`config.mk`:
```
export PLATFORM = sky130hd
export DESIGN_NAME = e2q_cordic
export DESIGN_NICKNAME = d
export VERILOG_FILES = /design/src/sv/e2q_pkg.sv /design/src/sv/e2q_cordic.sv
export SDC_FILE = /design/constraint.sdc
export NUM_CORES = 2
export LEC_CHECK = 0
export ABC_CLOCK_PERIOD_IN_PS = 7500
export BUFFER_PORTS_ARGS = -buffer_cell sky130_fd_sc_hd__buf_2
export CORE_ASPECT_RATIO = 0.9
export CORE_MARGIN = 1.5
export CORE_UTILIZATION = 60
export DETAILED_ROUTE_END_ITERATION = 6
export MAX_ROUTING_LAYER = met4
export PLACE_DENSITY_LB_ADDON = 0.12
export SLEW_MARGIN = 20
export SYNTH_ARGS = -nofsm -noshare
export SYNTH_HDL_FRONTEND = slang
export SYNTH_SLANG_ARGS = --single-unit
export TNS_END_PERCENT = 100
```
`constraint.sdc`:
```
create_clock -name clk -period 7.5 [get_ports clk]
set_input_delay 0.75 -clock clk [delete_from_list [all_inputs] [get_ports clk]]
set_output_delay 0.75 -clock clk [all_outputs]
set_load 0.05 [all_outputs]
```
`src/sv/e2q_pkg.sv`:
```
// Package for the Euler-angle to quaternion converter.
// Holds widths, CORDIC constants and the arctangent table; no dependencies.
`default_nettype none
package e2q_pkg;
  localparam int ANGLE_WIDTH  = 16;
  localparam int QUAT_WIDTH   = 16;
  localparam int CORDIC_STEPS = 16;

  // CORDIC datapath: 32 fraction bits, values stay within about +/-2.
  localparam int ZW = 36;
  localparam int XW = 35;
  // Cos/sin and their rounded pair products at 30 fraction bits. Plus one
  // itself must be representable, so one bit above the sign is kept.
  localparam int TW = 32;

  localparam logic signed [ZW-1:0] PI_Q32      = 36'sd13493037704;
  localparam logic signed [ZW-1:0] HALF_PI_Q32 = 36'sd6746518852;
  localparam logic signed [XW-1:0] GAIN_INV    = 35'sd2608131496;

  typedef logic signed [ZW-1:0] zval_t;
  typedef logic signed [XW-1:0] xval_t;
  typedef logic signed [TW-1:0] trig_t;

  // atan(2^-i) with 32 fraction bits.
  function automatic zval_t atan_q32(input logic [4:0] i);
    zval_t r;
    case (i)
      5'd0:  r = 36'sd3373259426;
      5'd1:  r = 36'sd1991351318;
      5'd2:  r = 36'sd1052175346;
      5'd3:  r = 36'sd534100635;
      5'd4:  r = 36'sd268086748;
      5'd5:  r = 36'sd134174063;
      5'd6:  r = 36'sd67103403;
      5'd7:  r = 36'sd33553749;
      5'd8:  r = 36'sd16777131;
      5'd9:  r = 36'sd8388597;
      5'd10: r = 36'sd4194303;
      5'd11: r = 36'sd2097152;
      5'd12: r = 36'sd1048576;
      5'd13: r = 36'sd524288;
      5'd14: r = 36'sd262144;
      5'd15: r = 36'sd131072;
      5'd16: r = 36'sd65536;
      5'd17: r = 36'sd32768;
      5'd18: r = 36'sd16384;
      5'd19: r = 36'sd8192;
      5'd20: r = 36'sd4096;
      5'd21: r = 36'sd2048;
      5'd22: r = 36'sd1024;
      5'd23: r = 36'sd512;
      5'd24: r = 36'sd256;
      5'd25: r = 36'sd128;
      5'd26: r = 36'sd64;
      5'd27: r = 36'sd32;
      5'd28: r = 36'sd16;
      5'd29: r = 36'sd8;
      5'd30: r = 36'sd4;
      5'd31: r = 36'sd2;
      default: r = '0;
    endcase
    return r;
  endfunction
endpackage
`default_nettype wire

```
`src/sv/e2q_cordic.sv`:
```
// Pipelined rotation-mode CORDIC: cosine and sine of half an angle.
// One stage per iteration plus fold and rounding stages; uses e2q_pkg.
`default_nettype none
module e2q_cordic import e2q_pkg::*; (
  input  wire logic                          clk,
  input  wire logic                          en,
  input  wire logic signed [ANGLE_WIDTH-1:0] angle,
  output trig_t                              cos_o,
  output trig_t                              sin_o
);
  // The last iteration has no use for its residual angle, so z stops one short.
  zval_t z_r [CORDIC_STEPS];
  xval_t x_r [CORDIC_STEPS+1];
  xval_t y_r [CORDIC_STEPS+1];
  logic  flip_r [CORDIC_STEPS+1];
  trig_t cos_r, sin_r;
  zval_t z0;

  // Angle with 32-(ANGLE_WIDTH-3)+... : a * 2^(34-ANGLE_WIDTH) is a/2 at Q.32.
  assign z0 = zval_t'(angle) <<< (34 - ANGLE_WIDTH);

  always_ff @(posedge clk) begin
    if (en) begin
      x_r[0] <= GAIN_INV;
      y_r[0] <= '0;
      if (z0 > HALF_PI_Q32) begin
        z_r[0] <= z0 - PI_Q32;
        flip_r[0] <= 1'b1;
      end else if (z0 < -HALF_PI_Q32) begin
        z_r[0] <= z0 + PI_Q32;
        flip_r[0] <= 1'b1;
      end else begin
        z_r[0] <= z0;
        flip_r[0] <= 1'b0;
      end
    end
  end

  for (genvar i = 0; i < CORDIC_STEPS; i++) begin : g_step
    always_ff @(posedge clk) begin
      if (en) begin
        flip_r[i+1] <= flip_r[i];
        if (z_r[i] >= 0) begin
          x_r[i+1] <= x_r[i] - (y_r[i] >>> i);
          y_r[i+1] <= y_r[i] + (x_r[i] >>> i);
        end else begin
          x_r[i+1] <= x_r[i] + (y_r[i] >>> i);
          y_r[i+1] <= y_r[i] - (x_r[i] >>> i);
        end
      end
    end
    if (i < CORDIC_STEPS - 1) begin : g_z
      always_ff @(posedge clk) begin
        if (en) begin
          if (z_r[i] >= 0) begin
            z_r[i+1] <= z_r[i] - atan_q32(5'(i));
          end else begin
            z_r[i+1] <= z_r[i] + atan_q32(5'(i));
          end
        end
      end
    end
  end

  xval_t xf, yf, xr, yr;
  assign xf = flip_r[CORDIC_STEPS] ? -x_r[CORDIC_STEPS] : x_r[CORDIC_STEPS];
  assign yf = flip_r[CORDIC_STEPS] ? -y_r[CORDIC_STEPS] : y_r[CORDIC_STEPS];
  assign xr = (xf + xval_t'(2)) >>> 2;
  assign yr = (yf + xval_t'(2)) >>> 2;

  always_ff @(posedge clk) begin
    if (en) begin
      cos_r <= xr[TW-1:0];
      sin_r <= yr[TW-1:0];
    end
  end

  assign cos_o = cos_r;
  assign sin_o = sin_r;
endmodule
`default_nettype wire

```
# Yosys cells after proc, flatten, opt, wreduce, memory -nomap -nowiden
# Memory sizes are Yosys's and may differ from the RTL's.
# Cells that the tools add are included.
totals:
  reg_bits: 64
  latch_bits: 0
  ramBits: 1783
  mem_bits_ro: 0
  inputBits: 18
  mem_count: 4
classes:
  n_addsub: 99
  mul: 0
  div: 0
  order_cmp: 18
  eq_ne: 0
  shifts: 0
  n_mux: 162
  bitwise_logic: 51
  n_reduce_logical: 0
mem_list:
  columns: ["memory", "depth", "width", "rd", "rd_clocked_by_memory_dff", "wr", "line_no", "rtl"]
  rows:
  - ["x_r", 17, 35, 17, 0, 17, "e2q_cordic.sv:13", "xval_t x_r [CORDIC_STEPS+1];"]
  - ["y_r", 17, 35, 17, 0, 17, "e2q_cordic.sv:14", "xval_t y_r [CORDIC_STEPS+1];"]
  - ["z_r", 16, 36, 16, 0, 16, "e2q_cordic.sv:12", "zval_t z_r [CORDIC_STEPS];"]
  - ["flip_r", 17, 1, 17, 0, 17, "e2q_cordic.sv:15", "logic flip_r [CORDIC_STEPS+1];"]
ops:
  columns: ["operator", "count"]
  rows:
  - ["$mux W35", 32]
  - ["$mux W36", 17]
  - ["$ge A36 B1 Y1 const B", 16]
  - ["$mux W1", 111]
  - ["$add A36 B23 Y36 const B", 2]
  - ["$sub A36 B23 Y36 const B", 2]
  - ["$add A35 B20 Y35", 2]
  - ["$add A35 B21 Y35", 2]
  - ["$add A35 B22 Y35", 2]
  - ["$add A35 B23 Y35", 2]
  - ["$add A35 B24 Y35", 2]
  - ["$add A35 B25 Y35", 2]
  - ["$add A35 B26 Y35", 2]
  - ["$add A35 B27 Y35", 2]
  - ["$add A35 B28 Y35", 2]
  - ["$add A35 B29 Y35", 2]
  - ["$add A35 B30 Y35", 2]
  - ["$add A35 B31 Y35", 2]
  - ["$add A35 B32 Y35", 2]
  - ["$add A35 B33 Y35", 2]
  - ["$add A35 B34 Y35", 2]
  - ["$sub A35 B20 Y35", 2]
  - ["$sub A35 B21 Y35", 2]
  - ["$sub A35 B22 Y35", 2]
  - ["48 further kinds", 114]

# Depth between registers and ports, before layout
logic_depth:
  depth_word: 7
  depth_mapped: 22
  depth_no_buf: 21

# Worst setup path before layout
# Ideal clock, no wire load.
synth_path:
  path_kind: "input-to-reg"
  startpoint: "in en"
  endpoint: "mem y_r[7][33] (netlist name), data pin"
  setup_time_ps: 265
  arrival_ps: 5680
  slack_ps: 1555
  cell_stages: 20
  n_path_buf: 5
  path_cell_list: "and2_1 > inv_1 > clkbuf_1 > buf_1 > clkbuf_1 > buf_1 > buf_1 > mux2i_1 > ha_1 > nor2b_1 > o31a_1 > o31ai_1 > a221oi_1 > a31oi_1 > a21bo_2 > o21ai_0 > a221o_1 > a221oi_1 > o21ai_0 > xor2_1"
synth_lines:
  columns: ["element", "line_no", "rtl"]
  rows:
  - ["start, declared", "e2q_cordic.sv:6", "input wire logic en,"]
  - ["end, declared", "e2q_cordic.sv:14", null]

==> run summary <==
Netlist cell types: 88
antenna viol nets, final: 0
vias in the first global route: 98,400
Top Family by Delay on Critical Path: simple AND/OR/NAND/NOR gates
CTS tree: done
worst rel slew slack: 25.3%
Detailed Place HPWL: 268 mm
DR WL met2: 154 mm
number of nets in the layout: 14,900
M1 wire length: 158 mm
clk buf depth: 3
CP Data Arrival Time: 6440 ps
Buf/Inv on CP: 1
Simple-Gate Fraction of Synth Area: 13.3%
Die H: 443 um
Crit path depth: 16
Initial Util: 60.4%
Fin. Hold Viols: 0
R2R depth: 16
Vias/cell: 6.32
Clk pin slew, worst setup/hold paths: 60 ps
Clock Sinks: 1,539
fmax: 171 MHz
# DRC: 0
Syn Nets: 14,900
status: finished, final reports clean
leading area contributor after synthesis: edfxtp_1
Post-Syn Area: 129,000 um2
max cap viols: 0
Mapped Cells: 13,500
routability cong.: 0.988
crit path capture type: flop
post-synthesis compound-gate area fraction: 20.4%
largest net degree at the start of global routing: 173
grt total ovfl: 0
All-Layer GR Usage: 31.6%
DR iter-0 viols: 9,069
r2r endpoint: y_r[8][33]
top post-synthesis cells by area: edfxtp_1 (36%), ha_1 (13%), xnor2_1 (8.7%)
post-layout util: 64.6%
top fanout value on the critical path: 4
placed insts: 16,200
min cycle time layout: 5860 ps
Tightest Pin Transition: 1110 ps
clock root buffer: clkbuf_16
H-Tree Depth: 4
Syn Area/Cell: 9.57 um2
Clk Latency, worst-skew pair: 840 ps
fin crit share: 78.2%
Yosys reg bits: 1,539
Ys Warns: 0
initial antenna violation count: 5
IO Port Bufs: 81
Hold WS: 296 ps
Fillers: 17,300
skew final: 33.2 ps
RR Startpoint: x_r[7][12]
HP Start: angle[14]
Yosys top cell area share: 35.8%
Slew Viols, Final: 0
DRT Pass-1 Iters: 6
global-route wire length before repair: 541 mm
post-CTS setup buffers: 0
Largest stage delay, worst path: 890 ps
io pins: 82
Post-Synth XOR/XNOR Area: 13.7%
Worst setup SP type: flop
DR vias: 104,000
Core ar.: 214,000 um2
wire length per cell: 20.8 um
CP Data Required Time: 8070 ps
Post-Synth Adder-Cell Area: 13.7%
Multi-input gate area: 79,800 um2
total CTS buffers: 171
Synth async-reset ratio: 0%
hold buffer count at CTS: 0
setup TNS: 0 ps
register area: 46,200 um2
Layout area overhead: 7.10%
largest family of logic cells by synthesized area: compound AO/OA/AOI/OAI gates
final setup fails: 0
Setup CP Type: flop to flop
Site Rows: 161
RSZ-0062 raised after global routing: no
worst-path cell chain: or4_1 -> or3_1 -> or3_1 -> or4_1 -> nor3_1 -> inv_1 -> o21ai_0 -> xor2_1 -> ha_1 -> nand3_1 -> o41ai_1 -> a31oi_1 -> o2111ai_1 -> a21oi_1 -> o21ai_0 -> xor2_1
most used flip-flop cell after synthesis: edfxtp_1
final wirelength: 343 mm
post-CTS sizing: 0
max layer used: met4
met3 wire length: 22.6 mm
die footprint: 218,000 um2
Non-Filler Instances: 16,500
hold path cells: 2
register area share after synthesis: 35.8%
layout cells sized above 1: 4.25%
multiplexer share of the synthesized area: 0.772%
FF-to-FF setup slack: 1640 ps
Die X: 492 um
Hold Crit Class: primary input to flop
slowest cell on the critical path: o41ai_1
EDFF count, synth: 1,539
hold endpoint: z_r[0][32]
[metal layers]
layer / track usage (%) / vias up
met5: - / -
met4: 7.90 / 0
met3: 4.31 / 532
met2: 48.9 / 3391
met1: 43.7 / 50100
li1: - / 50300
[how the worst max path moves through the flow]
stage | slack [ps] | startpoint | endpoint
final | 1640 | x_r[7][12] | y_r[8][33]
after global routing | 1360 | x_r[6][6] | y_r[7][34]
after CTS | 1750 | x_r[7][12] | y_r[8][33]
after detailed placement | 1350 | en | y_r[15][33]
after global placement | 1540 | en | y_r[15][33]
after floorplan | 1550 | en | y_r[7][33]
[sequential cells by signal, indices dropped and copies added, names as in the netlist]
signal	flops
flip_r	17
cos_o	32
y_r	522
x_r	496
z_r	440
sin_o	32
[Yosys cell counts, drive strengths merged (36+ instances only)]
master  count
a31o       37
nor2b     168
edfxtp   1539
ha       1341
or3       115
a31oi     158
nand4     105
o31a       38
or4        60
o21bai    166
o31ai     182
clkbuf    252
mux2       36
o21a      219
a211oi    104
o21ai     748
nor3      331
nand2b    215
a21oi    1302
xnor2    1287
nand3     221
buf        45
o211ai     57
inv       491
a21o      663
nand2     805
or2        48
and2       85
and3      121
a21boi     43
o41ai      78
nor2     1028
nor4      103
xor2      733
mux2i      59
fa         42
[final cells by class]
| class | count | share of cell area [%] |
|---|---|---|
| Tap cell | 2852 | 2.58 |
| Multi-Input combinational cell | 11200 | 57.8 |
| Inverter | 497 | 1.35 |
| Antenna cell | 2 | 0.00362 |
| Sequential cell | 1539 | 33.5 |
| Clock inverter | 133 | 1.01 |
| Timing Repair Buffer | 144 | 0.677 |
| Clock buffer | 188 | 3.16 |
[layout by cell type, fill, tap and decap left out, drive strengths merged, types with 188 or more instances in the layout]
cell / n
nand2: 805
o21a: 219
nor2: 1028
a21o: 663
xor2: 733
xnor2: 1287
inv: 508
nand3: 221
nand2b: 215
nor3: 331
clkbuf: 188
edfxtp: 1539
o21ai: 748
ha: 1341
a21oi: 1302
[worst register-to-register path, delay by kind of cell (launching register included)]
kind / cells / cell delay [ps]
XOR/XNOR: 2 / 200
AND/OR/NAND/NOR: 6 / 2380
buffers and inverters: 1 / 130
AO/OA/AOI/OAI: 6 / 2070
flip-flops: 1 / 480
adder cells (fa/ha/maj): 1 / 360
[through the flow]
stage                     setup slack (ps)  cell area (um2)
after floorplan                       1550           129000
after global placement                1540           132000
after detailed placement              1350           132000
after CTS                             1750           138000
after global routing                  1360           138000
final                                 1640           138000
[cells by family after synthesis]
family / Yosys count
adders and majority gates: 1385
AOI/OAI and AO/OA: 4124
DFF: 1539
buffers and inverters: 794
xor gates and xnor gates: 2021
muxes: 95
and+or+nand+nor: 3526
Power is left out: the tool's default activity adds up to more than one toggle a clock period on the data nets, which glitch-free logic cannot reach.
